## src/hw/rtl/pn_pkg.sv

```systemverilog
`default_nettype none

package pn_pkg;

  // Default store depth and the depths of the two internal queues.
  localparam int BUF_DEPTH_DEF = 64;
  localparam int TOKQ_DEPTH    = 4;
  localparam int OUTQ_DEPTH    = 4;

  localparam logic [7:0] SEP_CH = 8'h2F;
  localparam logic [7:0] DOT_CH = 8'h2E;

  // Byte classes assigned by the front end.
  localparam logic [1:0] KIND_NONE = 2'd0;
  localparam logic [1:0] KIND_SEP  = 2'd1;
  localparam logic [1:0] KIND_DATA = 2'd2;

  typedef struct packed {
    logic [7:0] ch;
    logic       last;
    logic       first;
    logic [1:0] kind;
  } pn_tok_t;

  typedef struct packed {
    logic [7:0] ch;
    logic       last;
  } pn_out_t;

endpackage

`default_nettype wire

```

## src/hw/rtl/pn_ram.sv

```systemverilog
`default_nettype none

module pn_ram #(
  parameter int WIDTH = 8,
  parameter int DEPTH = 64
) (
  input  wire logic                     clk,
  input  wire logic                     we,
  input  wire logic [$clog2(DEPTH)-1:0] waddr,
  input  wire logic [WIDTH-1:0]         wdata,
  input  wire logic [$clog2(DEPTH)-1:0] raddr,
  output logic      [WIDTH-1:0]         rdata
);

  logic [WIDTH-1:0] mem_r [DEPTH];

  always_ff @(posedge clk) begin
    if (we) begin
      mem_r[waddr] <= wdata;
    end
    rdata <= mem_r[raddr];
  end

endmodule

`default_nettype wire

```

## src/hw/rtl/pn_fifo.sv

```systemverilog
`default_nettype none

module pn_fifo #(
  parameter int WIDTH = 8,
  parameter int DEPTH = 4
) (
  input  wire logic                       clk,
  input  wire logic                       rst_n,
  input  wire logic                       wr_en,
  input  wire logic [WIDTH-1:0]           wr_data,
  output logic                            full,
  input  wire logic                       rd_en,
  output logic      [WIDTH-1:0]           rd_data,
  output logic                            empty,
  output logic      [$clog2(DEPTH+1)-1:0] count
);

  localparam int PW = (DEPTH > 1) ? $clog2(DEPTH) : 1;
  localparam int CW = $clog2(DEPTH + 1);

  logic [WIDTH-1:0] mem_r [DEPTH];
  logic [PW-1:0]    wr_ptr_r, wr_ptr_nxt;
  logic [PW-1:0]    rd_ptr_r, rd_ptr_nxt;
  logic [CW-1:0]    count_r, count_nxt;
  logic             do_wr, do_rd;

  assign full    = (count_r == CW'(DEPTH));
  assign empty   = (count_r == '0);
  assign count   = count_r;
  assign rd_data = mem_r[rd_ptr_r];
  assign do_wr   = wr_en && !full;
  assign do_rd   = rd_en && !empty;

  always_comb begin
    wr_ptr_nxt = wr_ptr_r;
    rd_ptr_nxt = rd_ptr_r;
    count_nxt  = count_r;
    if (do_wr) begin
      wr_ptr_nxt = (wr_ptr_r == PW'(DEPTH - 1)) ? '0 : wr_ptr_r + PW'(1);
    end
    if (do_rd) begin
      rd_ptr_nxt = (rd_ptr_r == PW'(DEPTH - 1)) ? '0 : rd_ptr_r + PW'(1);
    end
    if (do_wr && !do_rd) begin
      count_nxt = count_r + CW'(1);
    end else if (do_rd && !do_wr) begin
      count_nxt = count_r - CW'(1);
    end
  end

  always_ff @(posedge clk) begin
    if (!rst_n) begin
      wr_ptr_r <= '0;
      rd_ptr_r <= '0;
      count_r  <= '0;
    end else begin
      wr_ptr_r <= wr_ptr_nxt;
      rd_ptr_r <= rd_ptr_nxt;
      count_r  <= count_nxt;
    end
  end

  always_ff @(posedge clk) begin
    if (do_wr) begin
      mem_r[wr_ptr_r] <= wr_data;
    end
  end

endmodule

`default_nettype wire

```

## src/hw/rtl/pn_front.sv

```systemverilog
`default_nettype none

module pn_front
  import pn_pkg::*;
(
  input  wire logic       clk,
  input  wire logic       rst_n,
  input  wire logic [7:0] in_ch,
  input  wire logic       in_is_last,
  input  wire logic       push,
  output logic            full,
  input  wire logic       tok_full,
  output logic            tok_wr,
  output pn_tok_t         tok
);

  // Set until the first nonzero byte of a path has been seen.
  logic first_r, first_nxt;

  assign full   = tok_full;
  assign tok_wr = push && !tok_full;

  always_comb begin
    tok.ch    = in_ch;
    tok.last  = in_is_last;
    tok.first = first_r;
    if (in_ch == 8'h00) begin
      tok.kind = KIND_NONE;
    end else if (in_ch == SEP_CH) begin
      tok.kind = KIND_SEP;
    end else begin
      tok.kind = KIND_DATA;
    end

    first_nxt = first_r;
    if (tok_wr) begin
      if (in_is_last) begin
        first_nxt = 1'b1;
      end else if (in_ch != 8'h00) begin
        first_nxt = 1'b0;
      end
    end
  end

  always_ff @(posedge clk) begin
    if (!rst_n) begin
      first_r <= 1'b1;
    end else begin
      first_r <= first_nxt;
    end
  end

endmodule

`default_nettype wire

```

## src/hw/rtl/pn_back.sv

```systemverilog
`default_nettype none

module pn_back
  import pn_pkg::*;
#(
  parameter int BUF_DEPTH = BUF_DEPTH_DEF,
  parameter int OUT_DEPTH = OUTQ_DEPTH
) (
  input  wire logic                           clk,
  input  wire logic                           rst_n,
  input  wire logic                           tok_empty,
  input  wire pn_tok_t                        tok,
  output logic                                tok_rd,
  input  wire logic [$clog2(OUT_DEPTH+1)-1:0] out_count,
  output logic                                out_wr,
  output pn_out_t                             out_item
);

  localparam int AW = $clog2(BUF_DEPTH);
  localparam int CW = $clog2(OUT_DEPTH + 1);
  localparam logic [AW-1:0] FULL_LVL = AW'(BUF_DEPTH - 1);

  localparam logic [3:0] ST_IDLE    = 4'd0;
  localparam logic [3:0] ST_ENDSEG  = 4'd1;
  localparam logic [3:0] ST_WRITE   = 4'd2;
  localparam logic [3:0] ST_POP_DEC = 4'd3;
  localparam logic [3:0] ST_POP_RD  = 4'd4;
  localparam logic [3:0] ST_POP_CHK = 4'd5;
  localparam logic [3:0] ST_FINAL   = 4'd6;
  localparam logic [3:0] ST_READ    = 4'd7;

  logic [3:0]      state_r, state_nxt;
  logic [AW-1:0]   fill_r, fill_nxt;
  logic [1:0]      len_r, len_nxt;
  logic            stopped_r, stopped_nxt;
  logic            last_sep_r, last_sep_nxt;
  logic            store0_sep_r, store0_sep_nxt;
  logic            endseg_r, endseg_nxt;
  logic            final_r, final_nxt;
  logic [2:0]      wcnt_r, wcnt_nxt;
  logic            inflight_r, inflight_nxt;
  logic            rd_last_r, rd_last_nxt;

  logic [7:0]      b0_r, b0_nxt;
  logic [7:0]      b1_r, b1_nxt;
  logic [3:0][7:0] wbuf_r, wbuf_nxt;
  logic [AW-1:0]   rd_idx_r, rd_idx_nxt;
  logic [AW-1:0]   total_r, total_nxt;

  logic            we;
  logic [AW-1:0]   waddr;
  logic [7:0]      wdata;
  logic [AW-1:0]   raddr;
  logic [7:0]      rdata;

  logic            ld_en, ld_open, need_sep, go_chain, eff;
  logic [1:0]      ld_n;
  logic [7:0]      ld_b0, ld_b1, ld_b2;
  logic [CW:0]     used;
  logic            room;

  pn_ram #(
    .WIDTH ($bits(SEP_CH)),
    .DEPTH (BUF_DEPTH)
  ) u_store (
    .clk   (clk),
    .we    (we),
    .waddr (waddr),
    .wdata (wdata),
    .raddr (raddr),
    .rdata (rdata)
  );

  assign used          = {1'b0, out_count} + {{CW{1'b0}}, inflight_r};
  assign room          = (used < (CW+1)'(OUT_DEPTH));
  assign out_wr        = inflight_r;
  assign out_item.ch   = rdata;
  assign out_item.last = rd_last_r;

  always_comb begin
    state_nxt      = state_r;
    fill_nxt       = fill_r;
    len_nxt        = len_r;
    stopped_nxt    = stopped_r;
    last_sep_nxt   = last_sep_r;
    store0_sep_nxt = store0_sep_r;
    endseg_nxt     = endseg_r;
    final_nxt      = final_r;
    wcnt_nxt       = wcnt_r;
    inflight_nxt   = 1'b0;
    rd_last_nxt    = rd_last_r;
    b0_nxt         = b0_r;
    b1_nxt         = b1_r;
    wbuf_nxt       = wbuf_r;
    rd_idx_nxt     = rd_idx_r;
    total_nxt      = total_r;

    we       = 1'b0;
    waddr    = fill_r;
    wdata    = SEP_CH;
    raddr    = fill_r - AW'(1);
    tok_rd   = 1'b0;
    ld_en    = 1'b0;
    ld_open  = 1'b0;
    ld_n     = 2'd0;
    ld_b0    = 8'h00;
    ld_b1    = 8'h00;
    ld_b2    = 8'h00;
    go_chain = 1'b0;
    eff      = 1'b0;
    need_sep = 1'b0;

    case (state_r)
      ST_IDLE: begin
        if (!tok_empty) begin
          tok_rd    = 1'b1;
          go_chain  = 1'b1;
          final_nxt = tok.last;
          eff       = (tok.kind != KIND_NONE) && !stopped_r;
          if (eff) begin
            case (tok.kind)
              KIND_SEP: begin
                if (tok.first) begin
                  we             = 1'b1;
                  waddr          = '0;
                  wdata          = SEP_CH;
                  fill_nxt       = AW'(1);
                  last_sep_nxt   = 1'b1;
                  store0_sep_nxt = 1'b1;
                end
                endseg_nxt = 1'b1;
              end
              KIND_DATA: begin
                case (len_r)
                  2'd0: begin
                    b0_nxt  = tok.ch;
                    len_nxt = 2'd1;
                  end
                  2'd1: begin
                    b1_nxt  = tok.ch;
                    len_nxt = 2'd2;
                  end
                  2'd2: begin
                    // Third byte: the segment is long enough to commit now.
                    len_nxt = 2'd3;
                    ld_en   = 1'b1;
                    ld_open = 1'b1;
                    ld_n    = 2'd3;
                    ld_b0   = b0_r;
                    ld_b1   = b1_r;
                    ld_b2   = tok.ch;
                  end
                  default: begin
                    ld_en = 1'b1;
                    ld_n  = 2'd1;
                    ld_b0 = tok.ch;
                  end
                endcase
              end
              default: ;
            endcase
          end
          if (tok.last) begin
            endseg_nxt = 1'b1;
          end
        end
      end

      ST_ENDSEG: begin
        endseg_nxt = 1'b0;
        len_nxt    = 2'd0;
        go_chain   = 1'b1;
        if (!stopped_r) begin
          case (len_r)
            2'd1: begin
              if (b0_r != DOT_CH) begin
                ld_en   = 1'b1;
                ld_open = 1'b1;
                ld_n    = 2'd1;
                ld_b0   = b0_r;
              end
            end
            2'd2: begin
              if (b0_r == DOT_CH && b1_r == DOT_CH) begin
                go_chain  = 1'b0;
                state_nxt = ST_POP_DEC;
              end else begin
                ld_en   = 1'b1;
                ld_open = 1'b1;
                ld_n    = 2'd2;
                ld_b0   = b0_r;
                ld_b1   = b1_r;
              end
            end
            default: ;
          endcase
        end
      end

      ST_WRITE: begin
        if (fill_r < FULL_LVL) begin
          we           = 1'b1;
          waddr        = fill_r;
          wdata        = wbuf_r[0];
          fill_nxt     = fill_r + AW'(1);
          last_sep_nxt = (wbuf_r[0] == SEP_CH);
        end
        wbuf_nxt = {8'h00, wbuf_r[3:1]};
        wcnt_nxt = wcnt_r - 3'd1;
        if (wcnt_r == 3'd1) begin
          go_chain = 1'b1;
        end
      end

      ST_POP_DEC: begin
        if (fill_r > AW'(1)) begin
          fill_nxt  = fill_r - AW'(1);
          state_nxt = ST_POP_RD;
        end else begin
          go_chain = 1'b1;
        end
      end

      ST_POP_RD: begin
        if (fill_r > AW'(1)) begin
          raddr     = fill_r - AW'(1);
          state_nxt = ST_POP_CHK;
        end else begin
          last_sep_nxt = store0_sep_r;
          go_chain     = 1'b1;
        end
      end

      ST_POP_CHK: begin
        fill_nxt = fill_r - AW'(1);
        if (rdata == SEP_CH) begin
          last_sep_nxt = (fill_r == AW'(2)) && store0_sep_r;
          go_chain     = 1'b1;
        end else begin
          state_nxt = ST_POP_RD;
        end
      end

      ST_FINAL: begin
        final_nxt  = 1'b0;
        rd_idx_nxt = '0;
        state_nxt  = ST_READ;
        if (fill_r == '0) begin
          we             = 1'b1;
          waddr          = '0;
          wdata          = SEP_CH;
          fill_nxt       = AW'(1);
          total_nxt      = AW'(1);
          last_sep_nxt   = 1'b1;
          store0_sep_nxt = 1'b1;
        end else if (fill_r > AW'(1) && last_sep_r) begin
          fill_nxt  = fill_r - AW'(1);
          total_nxt = fill_r - AW'(1);
        end else begin
          total_nxt = fill_r;
        end
      end

      ST_READ: begin
        raddr = rd_idx_r;
        if (room) begin
          inflight_nxt = 1'b1;
          rd_last_nxt  = (rd_idx_r == total_r - AW'(1));
          rd_idx_nxt   = rd_idx_r + AW'(1);
          if (rd_idx_r == total_r - AW'(1)) begin
            fill_nxt       = '0;
            len_nxt        = 2'd0;
            stopped_nxt    = 1'b0;
            last_sep_nxt   = 1'b0;
            store0_sep_nxt = 1'b0;
            state_nxt      = ST_IDLE;
          end
        end
      end

      default: begin
        state_nxt = ST_IDLE;
      end
    endcase

    // Load the write list; a separator goes first when the segment opens on a nonempty store that does not end in one.
    if (ld_en) begin
      need_sep = ld_open && (fill_r != '0) && !last_sep_r;
      if (need_sep && fill_r >= FULL_LVL) begin
        stopped_nxt = 1'b1;
        wcnt_nxt    = 3'd0;
      end else if (need_sep) begin
        wbuf_nxt = {ld_b2, ld_b1, ld_b0, SEP_CH};
        wcnt_nxt = {1'b0, ld_n} + 3'd1;
      end else begin
        wbuf_nxt = {8'h00, ld_b2, ld_b1, ld_b0};
        wcnt_nxt = {1'b0, ld_n};
      end
    end

    if (go_chain) begin
      if (wcnt_nxt != 3'd0) begin
        state_nxt = ST_WRITE;
      end else if (endseg_nxt) begin
        state_nxt = ST_ENDSEG;
      end else if (final_nxt) begin
        state_nxt = ST_FINAL;
      end else begin
        state_nxt = ST_IDLE;
      end
    end
  end

  always_ff @(posedge clk) begin
    if (!rst_n) begin
      state_r      <= ST_IDLE;
      fill_r       <= '0;
      len_r        <= 2'd0;
      stopped_r    <= 1'b0;
      last_sep_r   <= 1'b0;
      store0_sep_r <= 1'b0;
      endseg_r     <= 1'b0;
      final_r      <= 1'b0;
      wcnt_r       <= 3'd0;
      inflight_r   <= 1'b0;
      rd_last_r    <= 1'b0;
    end else begin
      state_r      <= state_nxt;
      fill_r       <= fill_nxt;
      len_r        <= len_nxt;
      stopped_r    <= stopped_nxt;
      last_sep_r   <= last_sep_nxt;
      store0_sep_r <= store0_sep_nxt;
      endseg_r     <= endseg_nxt;
      final_r      <= final_nxt;
      wcnt_r       <= wcnt_nxt;
      inflight_r   <= inflight_nxt;
      rd_last_r    <= rd_last_nxt;
    end
  end

  always_ff @(posedge clk) begin
    b0_r     <= b0_nxt;
    b1_r     <= b1_nxt;
    wbuf_r   <= wbuf_nxt;
    rd_idx_r <= rd_idx_nxt;
    total_r  <= total_nxt;
  end

endmodule

`default_nettype wire

```

## src/hw/rtl/path_normalizer.sv

```systemverilog
// Streaming path normalizer. A path arrives one byte per transfer on the
// input queue (in_ch, in_is_last; push/full) and the normalized path leaves
// one byte per transfer on the result queue (out_ch, out_last; empty/pop).
// Repeated slashes collapse, "." segments vanish, and ".." removes the last
// held segment while more than one byte is held. Results appear only after
// the byte marked last; out_last marks the final result byte.
// A front end classifies each byte into a four-entry token queue, which lets
// the input side run up to four transfers ahead of the back end. The back
// end takes bytes from that queue, moves each committed write list
// (separator included) into the store byte by byte, closes each segment,
// and for a ".." pop scans the stored bytes back to the last separator.
// After the byte marked last it wraps up, then reads the store out one
// byte per cycle while the four-entry result queue has room. The store
// has a single read port and a registered read.
// Synchronous active-low reset empties both queues and clears the segment
// state; the store contents are left as they are. When the receiver stops
// popping, the result queue fills, the readout pauses, and after that the
// token queue fills and full rises until the receiver resumes.
`default_nettype none

module path_normalizer
  import pn_pkg::*;
#(
  parameter int BUF_DEPTH = BUF_DEPTH_DEF
) (
  input  wire logic       clk,
  input  wire logic       rst_n,
  input  wire logic [7:0] in_ch,
  input  wire logic       in_is_last,
  input  wire logic       push,
  output logic            full,
  output logic      [7:0] out_ch,
  output logic            out_last,
  output logic            empty,
  input  wire logic       pop
);

  pn_tok_t tok_in;
  pn_tok_t tok_out;
  pn_out_t res_in;
  pn_out_t res_out;

  logic                            tok_wr, tok_rd, tok_full, tok_empty;
  logic                            res_wr;
  logic [$clog2(OUTQ_DEPTH+1)-1:0] res_count;

  // Classification of incoming bytes and tracking of the path start.
  pn_front u_front (
    .clk        (clk),
    .rst_n      (rst_n),
    .in_ch      (in_ch),
    .in_is_last (in_is_last),
    .push       (push),
    .full       (full),
    .tok_full   (tok_full),
    .tok_wr     (tok_wr),
    .tok        (tok_in)
  );

  // Token queue that decouples the input transfers from the back end.
  pn_fifo #(
    .WIDTH ($bits(pn_tok_t)),
    .DEPTH (TOKQ_DEPTH)
  ) u_tokq (
    .clk     (clk),
    .rst_n   (rst_n),
    .wr_en   (tok_wr),
    .wr_data (tok_in),
    .full    (tok_full),
    .rd_en   (tok_rd),
    .rd_data (tok_out),
    .empty   (tok_empty),
    .count   ()
  );

  // Segment sequencer, path store and readout.
  pn_back #(
    .BUF_DEPTH (BUF_DEPTH),
    .OUT_DEPTH (OUTQ_DEPTH)
  ) u_back (
    .clk       (clk),
    .rst_n     (rst_n),
    .tok_empty (tok_empty),
    .tok       (tok_out),
    .tok_rd    (tok_rd),
    .out_count (res_count),
    .out_wr    (res_wr),
    .out_item  (res_in)
  );

  // Result queue; the back end only issues a store read when a slot is free.
  pn_fifo #(
    .WIDTH ($bits(pn_out_t)),
    .DEPTH (OUTQ_DEPTH)
  ) u_resq (
    .clk     (clk),
    .rst_n   (rst_n),
    .wr_en   (res_wr),
    .wr_data (res_in),
    .full    (),
    .rd_en   (pop),
    .rd_data (res_out),
    .empty   (empty),
    .count   (res_count)
  );

  assign out_ch   = res_out.ch;
  assign out_last = res_out.last;

endmodule

`default_nettype wire

```

## config.mk

```make
export PLATFORM = sky130hd
export DESIGN_NAME = path_normalizer
export DESIGN_NICKNAME = d
export VERILOG_FILES = /design/src/hw/rtl/pn_pkg.sv /design/src/hw/rtl/pn_ram.sv /design/src/hw/rtl/pn_fifo.sv /design/src/hw/rtl/pn_front.sv /design/src/hw/rtl/pn_back.sv /design/src/hw/rtl/path_normalizer.sv
export SDC_FILE = /design/constraint.sdc
export NUM_CORES = 1
export LEC_CHECK = 0
export BUFFER_PORTS_ARGS = -buffer_cell sky130_fd_sc_hd__buf_4
export CORE_MARGIN = 4
export CORE_UTILIZATION = 57
export DETAILED_ROUTE_END_ITERATION = 16
export PLACE_DENSITY = 0.76
export SYNTH_ARGS = -nofsm -noshare
export SYNTH_HDL_FRONTEND = slang
export SYNTH_SLANG_ARGS = --single-unit
```

## constraint.sdc

```tcl
create_clock -name clk -period 2.9 [get_ports clk]
set_input_delay 0.145 -clock clk [delete_from_list [all_inputs] [get_ports clk]]
set_output_delay 0.145 -clock clk [all_outputs]
set_load 0.02 [all_outputs]
```

* Yosys cells after proc, flatten, opt, wreduce, memory -nomap -nowiden *
Memory sizes are Yosys's and may differ from the RTL's. A register that Yosys moved wholly into a read port is not among the register bits.
Index checks and enable logic that the tools add are counted.

word-level totals
  output and inout port bits = 11
  input port bits = 13
  word-level logic and storage cells = 312
  RAM bits = 596
  register bits after elaboration = 97
  memories kept = 3

memory list
  memory                words  bits a word  read ports  clocked after memory_dff  write ports  line           source
  u_back.u_store.mem_r  64     8            1           1                         1            pn_ram.sv:15   logic [WIDTH-1:0] mem_r [DEPTH];
  u_tokq.mem_r          4      12           1           1                         1            pn_fifo.sv:21  logic [WIDTH-1:0] mem_r [DEPTH];
  u_resq.mem_r          4      9            1           1                         1            pn_fifo.sv:21

operators by class
  order comparisons = 4
  equality and inequality tests = 48
  muxes and demuxes = 157
  reductions and logical operators = 58
  bitwise gates (word level) = 1
  $add $sub $neg = 15

operators by type and width
  kind                                                    count
  two-way mux 8 bit                                       20
  two-way mux 32 bit                                      4
  two-way mux 6 bit                                       17
  one-hot mux 8 bit (2 select lines)                      4
  two-way mux 1 bit                                       54
  two-way mux 4 bit                                       11
  == test 8 x 6 -> 1 bit (second input constant)          5
  two-way mux 2 bit                                       20
  one-hot mux 6 bit (6 select lines)                      1
  one-hot mux 4 bit (7 select lines)                      1
  two-way mux 3 bit                                       9
  one-hot mux 6 bit (2 select lines)                      2
  inequality test 3 x 1 -> 1 bit (second input constant)  6
  AND reduction 9 bit                                     2
  nonzero test 6 bit                                      3
  == test 4 x 3 -> 1 bit (second input constant)          4
  logical AND 1 bit                                       16
  inequality test 2 x 1 -> 1 bit (second input constant)  8
  adder 6 x 1 -> 6 bit (second input constant)            2
  == test 2 bit (second input constant)                   6
  one-hot mux 2 bit (2 select lines)                      3
  one-hot mux 2 bit (3 select lines)                      2
  subtractor 6 x 1 -> 6 bit (second input constant)       2
  AND reduction 11 bit                                    1
  40 further kinds                                        80

* Depth between registers and ports, before layout *
  depth in word-level cells = 14
  mapped depth = 13
  depth with buffers taken out = 11

* By module *
A second synthesis with hierarchy kept.

unflattened totals
  cell total of the unflattened synthesis = 1789
  area total of the unflattened synthesis = 29229.3 sq um

modules (own cells, without submodules)
  module            times used  cells an instance  area each (sq um)  seq. area each (sq um)
  pn_ram            1           972                20190.6            15534.9
  pn_back           1           582                4848.4             1901.8
  pn_fifo (u_tokq)  1           113                2234.6             1621.6
  pn_fifo (u_resq)  1           98                 1774.2             1261.2
  pn_front          1           24                 181.4              20.0

* Worst setup path before layout *
No wires, ideal clock.

  kind = register -> register
  from = register u_back.fill_r[0]
  to = register u_back.u_store.rdata[2], read port of u_back.u_store.mem_r
  buffers on the path = 2
  period minus slack after synthesis = 3007 ps
  setup time = 134 ps
  stages on the path, launching flop included = 11
  data arrival time = 2873 ps
  required time = 2766 ps
  setup slack = -107 ps
  cell sequence = dfxtp_1 inv_1 ha_1 a31oi_1 a21o_1 buf_2 buf_1 mux4_2 o311ai_0 a21oi_1 or4_1

on the way
  cells in the longest elaborated chain, start to end = 2

ends and longest elaborated chain
  element                    line                            source
  start, declared            pn_back.sv:33                   logic [AW-1:0] fill_r, fill_nxt;
  start signal, assigned     pn_back.sv:329                  fill_r <= fill_nxt;
  subtractor 6 x 1 -> 6 bit  pn_back.sv:101, pn_back.sv:226
  two-way mux 6 bit          -
  end, declared              pn_ram.sv:12                    output logic [WIDTH-1:0] rdata

Every way passes these cells.
A chain may end at the register's enable or synchronous reset.

* Worst setup path after layout *
  from = register u_back.state_r[2]
  to = register u_back.u_store.rdata[3], read port of u_back.u_store.mem_r

on the way
  cells in the longest elaborated chain, start to end = 2

ends and longest elaborated chain
  element                 line            source
  start, declared         pn_back.sv:32   logic [3:0] state_r, state_nxt;
  start signal, assigned  pn_back.sv:328  state_r <= state_nxt;
  == test 4 x 3 -> 1 bit  pn_back.sv:113  case (state_r)
  two-way mux 6 bit       -

Every way passes these cells.

==> results.md <==
| Quantity | This run |
| --- | --- |
| Count of max-cap constraint violations | 0 |
| Power Total | 35.49 mW |
| Number of antenna violations at the first check in global routing | 1 |
| Most common cell after layout, fill and taps aside | sky130_fd_sc_hd__edfxtp_1 |
| Overall overflow remaining after global route | 0 |
| Residual DRC count | 0 |
| TritonRoute pass-1 iters | 6 |
| Largest cells by area after synthesis | sky130_fd_sc_hd__edfxtp_1, sky130_fd_sc_hd__mux4_2, sky130_fd_sc_hd__dfxtp_1 |
| Maximum achievable frequency | 0.3409 GHz |
| R2R Path Start | u_back.state_r[2] |
| Number of global-route vias before repair | 17891 |
| Maximum number of pins on one net before global-route repair | 65 |
| Number of routed nets with antenna violations | 0 |
| Crit path capture type | flop |
| Net Count, Synth | 1795 |
| Area of the die | 0.05466 mm^2 |
| Die boundary height | 233.8 um |
| Setup total negative slack | -113.8 ps |
| RSZ-0062 raised after global routing | yes |
| Number of instances on the worst hold path | 4 |
| Run status | complete, but fails checks |
| I/O pins | 24 |
| Ratio of total power to cell area | 1008 mW/mm^2 |
| Cell count after synthesis | 1754 |
| Wire length of the first global-routing pass | 111200 um |
| Synth Cell Area | 0.02906 mm^2 |
| Layout Skew | 22.93 ps |
| Drt via density | 6.397 |
| First element of the critical path | u_back.state_r[2] |
| Finished Cell Area | 0.03522 mm^2 |
| Worst-Margin Slew | 806.9 ps |
| Detailed router's first-iteration violation count | 1941 |
| Synth area leader | sky130_fd_sc_hd__edfxtp_1 |
| Cell with the most instances on the worst path | sky130_fd_sc_hd__buf_12 |
| Slowest cell on crit path | sky130_fd_sc_hd__mux4_2 |
| Number of buffers created by CTS | 73 |
| Cell family with most CP delay | simple AND/OR/NAND/NOR gates |
| TritonCTS clock tree | done |
| Proportion of layout cells with a drive suffix above 1 | 0.3118 |
| CTS HTree Levels | 3 |
| Number of cells on the critical path | 10 |
| Critical setup path kind | reg -> reg |
| Routed wire length per instance | 27.08 um |
| Period utilization | 1.012 |
| Unique cell type count in the Yosys netlist | 86 |
| Number of synthesis warnings | 0 |
| Deepest clock path buffer count | 3 |
| Endpoint required time on the critical path | 3360 ps |
| Number of clock sinks seen by CTS | 704 |
| Number of buffers inserted by port buffering | 23 |
| Worst rel slew slack | 0.4604 |
| Post-synth top flop | sky130_fd_sc_hd__edfxtp_1 |
| Number of hold violations in the final report | 0 |
| Post-layout nets | 2098 |
| Clock root buffer master | sky130_fd_sc_hd__clkbuf_16 |
| Worst hold slack | 53.83 ps |
| Instance area after placement | 0.03180 mm^2 |
| Clock insertion delay at the later pin of the skew report | 610 ps |
| Worst Setup EP | u_back.u_store.rdata[3] |
| Total Routing Usage GR | 0.2717 |
| Critical hold path startpoint | pop |
| Cell count of the worst reg-to-reg path | 10 |
| Number of buffer and inverter stages on the critical path | 3 |
| Per-instance average area after synthesis | 16.57 um^2 |
| Vias after detailed routing | 17841 |
| Core Footprint | 0.05027 mm^2 |
| Register-to-register path setup slack | -30 ps |
| Max-slew violation count | 0 |
| Cell chain of the critical path | and3_4 -> mux2i_4 -> buf_12 -> buf_4 -> buf_12 -> mux4_2 -> or3_1 -> o311ai_1 -> a21oi_1 -> or4_1 |
| Placer's final routability congestion estimate | 0.9137 |
| Failing checks | setup timing |
| Filler cells | 3031 |
| Clk pin slew, worst setup/hold paths | 60 ps |
| Initial core utilization | 0.5780 |
| Wirelength, routed | 75520 um |
| Seq cells post-synth | 704 |
| Growth of design area from synthesis to finish | 21.20% |
| Leak pwr | 11.92 nW |
| Dpl hpwl | 44800 um |
| Yosys top cell area share | 0.6448 |
| Number of failing setup endpoints in the final timing report | 5 |
| Post-synth EDFFs | 624 |
| Horizontal die dimension | 233.8 um |
| Peak per-stage delay on the critical path | 520 ps |
| # diodes | 0 |
| Commonest non-fill, non-tap cells in the layout | sky130_fd_sc_hd__edfxtp_1, sky130_fd_sc_hd__buf_4, sky130_fd_sc_hd__nor2_1, sky130_fd_sc_hd__mux4_2, sky130_fd_sc_hd__nand2_1 |
| Standard-cell rows | 82 |
| Max IR drop VDD | 0.0006026 V |
| Post-route minimum period | 2934 ps |
| Path category of the worst min-delay check | in -> reg |
| CP max FO | 5 |
| Worst endpoint data arrival time | 3400 ps |
| Reg2reg end | u_back.u_store.rdata[3] |
| PnR worst setup slack | -33.53 ps |
| Type of origin of the critical path | flop |
| Sequential area share after synthesis | 0.6999 |
| Post-synth ARST share | 0 |
==> per-layer routing <==
metal,part of all wire,wire [um],vias to the layer above,track usage
met5,0,0,-,0
met4,0.034,2581,0,0.08355
met3,0.094,7136,207,0.05430
met2,0.49,37060,1068,0.4482
met1,0.38,28740,8951,0.3721
li1,-,-,7615,-
==> tightest hold or removal path, cell delays in order <==
cell and delay, ps:
sky130_fd_sc_hd__buf_4 80, sky130_fd_sc_hd__nand2b_1 110, sky130_fd_sc_hd__mux2i_1 180, sky130_fd_sc_hd__nor2_1 70
==> logic make-up (layout without fill, tap and decap cells) <==
logic type / Yosys count / after routing / share of synthesized area
muxes: 227 / 227 / 0.1324
buffers and inverters: 116 / 479 / 0.01890
AOI/OAI and AO/OA: 247 / 247 / 0.06200
DFF: 704 / 704 / 0.6999
xor gates and xnor gates: 25 / 25 / 0.007535
adders and majority gates: 28 / 28 / 0.01257
and+or+nand+nor: 407 / 407 / 0.06674
==> flip-flops by register name, summed over array words and instances (netlist names), 2 cells and up, named ones only <==
register and flops:
u_resq.mem_r 36, u_resq.count 3, u_back.wbuf_r 32, u_resq.wr_ptr_r 2
u_back.wcnt_r 3, u_tokq.rd_ptr_r 2, u_back.rd_idx_r 6, u_back.state_r 3
u_back.len_r 2, u_back.u_store.rdata 8, u_tokq.mem_r 48, u_back.b0_r 8
u_tokq.count 3, u_resq.rd_ptr_r 2, u_back.u_store.mem_r 512, u_tokq.wr_ptr_r 2
u_back.b1_r 8, u_back.total_r 6, u_back.fill_r 6
==> through the flow <==
step	setup WS, ps	util	cells
global placement	-204.4	0.6326	2608
floorplan	34.96	-	1754
finish	-33.53	0.7006	2789
detailed placement	-207.7	0.6326	2608
CTS	0.1907	0.6894	2767
global route	-118.9	0.7006	2789
==> report_power, final <==
group          total [mW]  switching (mW)  internal [mW]  leakage, nW
sequential           13.2           0.465           12.8         6.20
combinational        13.0            7.35           5.66         4.55
clock                9.26            3.87           5.38         1.17
total                35.5            11.7           23.8         11.9
==> final cells by class <==
cell class	instances	area (um^2)	area share
clock buffer	90	2004	0.05691
clock inverter	45	386.6	0.01098
inverter	31	116.4	0.003304
multi-input combinational	934	8600	0.2442
sequential	704	20350	0.5777
tap	672	840.8	0.02387
timing repair buffer	313	2925	0.08306
==> cells in the mapped netlist (4+ instances only) <==
| cell type | n |
|---|---|
| sky130_fd_sc_hd__a211oi_1 | 5 |
| sky130_fd_sc_hd__a21o_1 | 5 |
| sky130_fd_sc_hd__a21oi_1 | 45 |
| sky130_fd_sc_hd__a221o_1 | 8 |
| sky130_fd_sc_hd__a221oi_1 | 19 |
| sky130_fd_sc_hd__a22o_1 | 15 |
| sky130_fd_sc_hd__a22oi_1 | 4 |
| sky130_fd_sc_hd__a311oi_1 | 8 |
| sky130_fd_sc_hd__a31oi_1 | 23 |
| sky130_fd_sc_hd__a32o_1 | 5 |
| sky130_fd_sc_hd__and2_1 | 11 |
| sky130_fd_sc_hd__and3_1 | 10 |
| sky130_fd_sc_hd__buf_1 | 9 |
| sky130_fd_sc_hd__buf_2 | 21 |
| sky130_fd_sc_hd__buf_4 | 7 |
| sky130_fd_sc_hd__buf_6 | 8 |
| sky130_fd_sc_hd__clkbuf_1 | 39 |
| sky130_fd_sc_hd__dfxtp_1 | 80 |
| sky130_fd_sc_hd__edfxtp_1 | 624 |
| sky130_fd_sc_hd__ha_1 | 26 |
| sky130_fd_sc_hd__inv_1 | 28 |
| sky130_fd_sc_hd__mux2_2 | 28 |
| sky130_fd_sc_hd__mux2i_1 | 76 |
| sky130_fd_sc_hd__mux4_2 | 123 |
| sky130_fd_sc_hd__nand2_1 | 118 |
| sky130_fd_sc_hd__nand2b_1 | 12 |
| sky130_fd_sc_hd__nand3_1 | 37 |
| sky130_fd_sc_hd__nand4_1 | 4 |
| sky130_fd_sc_hd__nor2_1 | 133 |
| sky130_fd_sc_hd__nor3_1 | 21 |
| sky130_fd_sc_hd__nor3b_1 | 4 |
| sky130_fd_sc_hd__nor4_1 | 4 |
| sky130_fd_sc_hd__o21ai_0 | 24 |
| sky130_fd_sc_hd__o22ai_1 | 31 |
| sky130_fd_sc_hd__o311ai_0 | 6 |
| sky130_fd_sc_hd__o31ai_1 | 4 |
| sky130_fd_sc_hd__o32ai_1 | 4 |
| sky130_fd_sc_hd__or2_2 | 4 |
| sky130_fd_sc_hd__or3_1 | 21 |
| sky130_fd_sc_hd__or4_1 | 9 |
| sky130_fd_sc_hd__xnor2_1 | 14 |
| sky130_fd_sc_hd__xor2_1 | 11 |
==> repair_timing <==
action | 4_1_cts | 5_1_grt
setup endpoints to repair | 338 | 440
hold endpoints to repair | 47 | 0
pin swaps | 11 | 14
setup buffers | 14 | 21
cloned | 2 | 3
resized for setup | 45 | 75
hold buffers | 10 | 0
==> how the worst min path moves through the flow <==
stage / to / slack, ps
after detailed placement: u_tokq.mem_r[0][10] / 360
after CTS: flop / 30
after global placement: u_tokq.mem_r[0][10] / 360
final: u_resq.rd_ptr_r[1] / 50
after floorplan: u_tokq.mem_r[0][10] / 240
after global routing: u_resq.rd_ptr_r[1] / 80
Note: power is estimated with default switching activity, not from simulation.
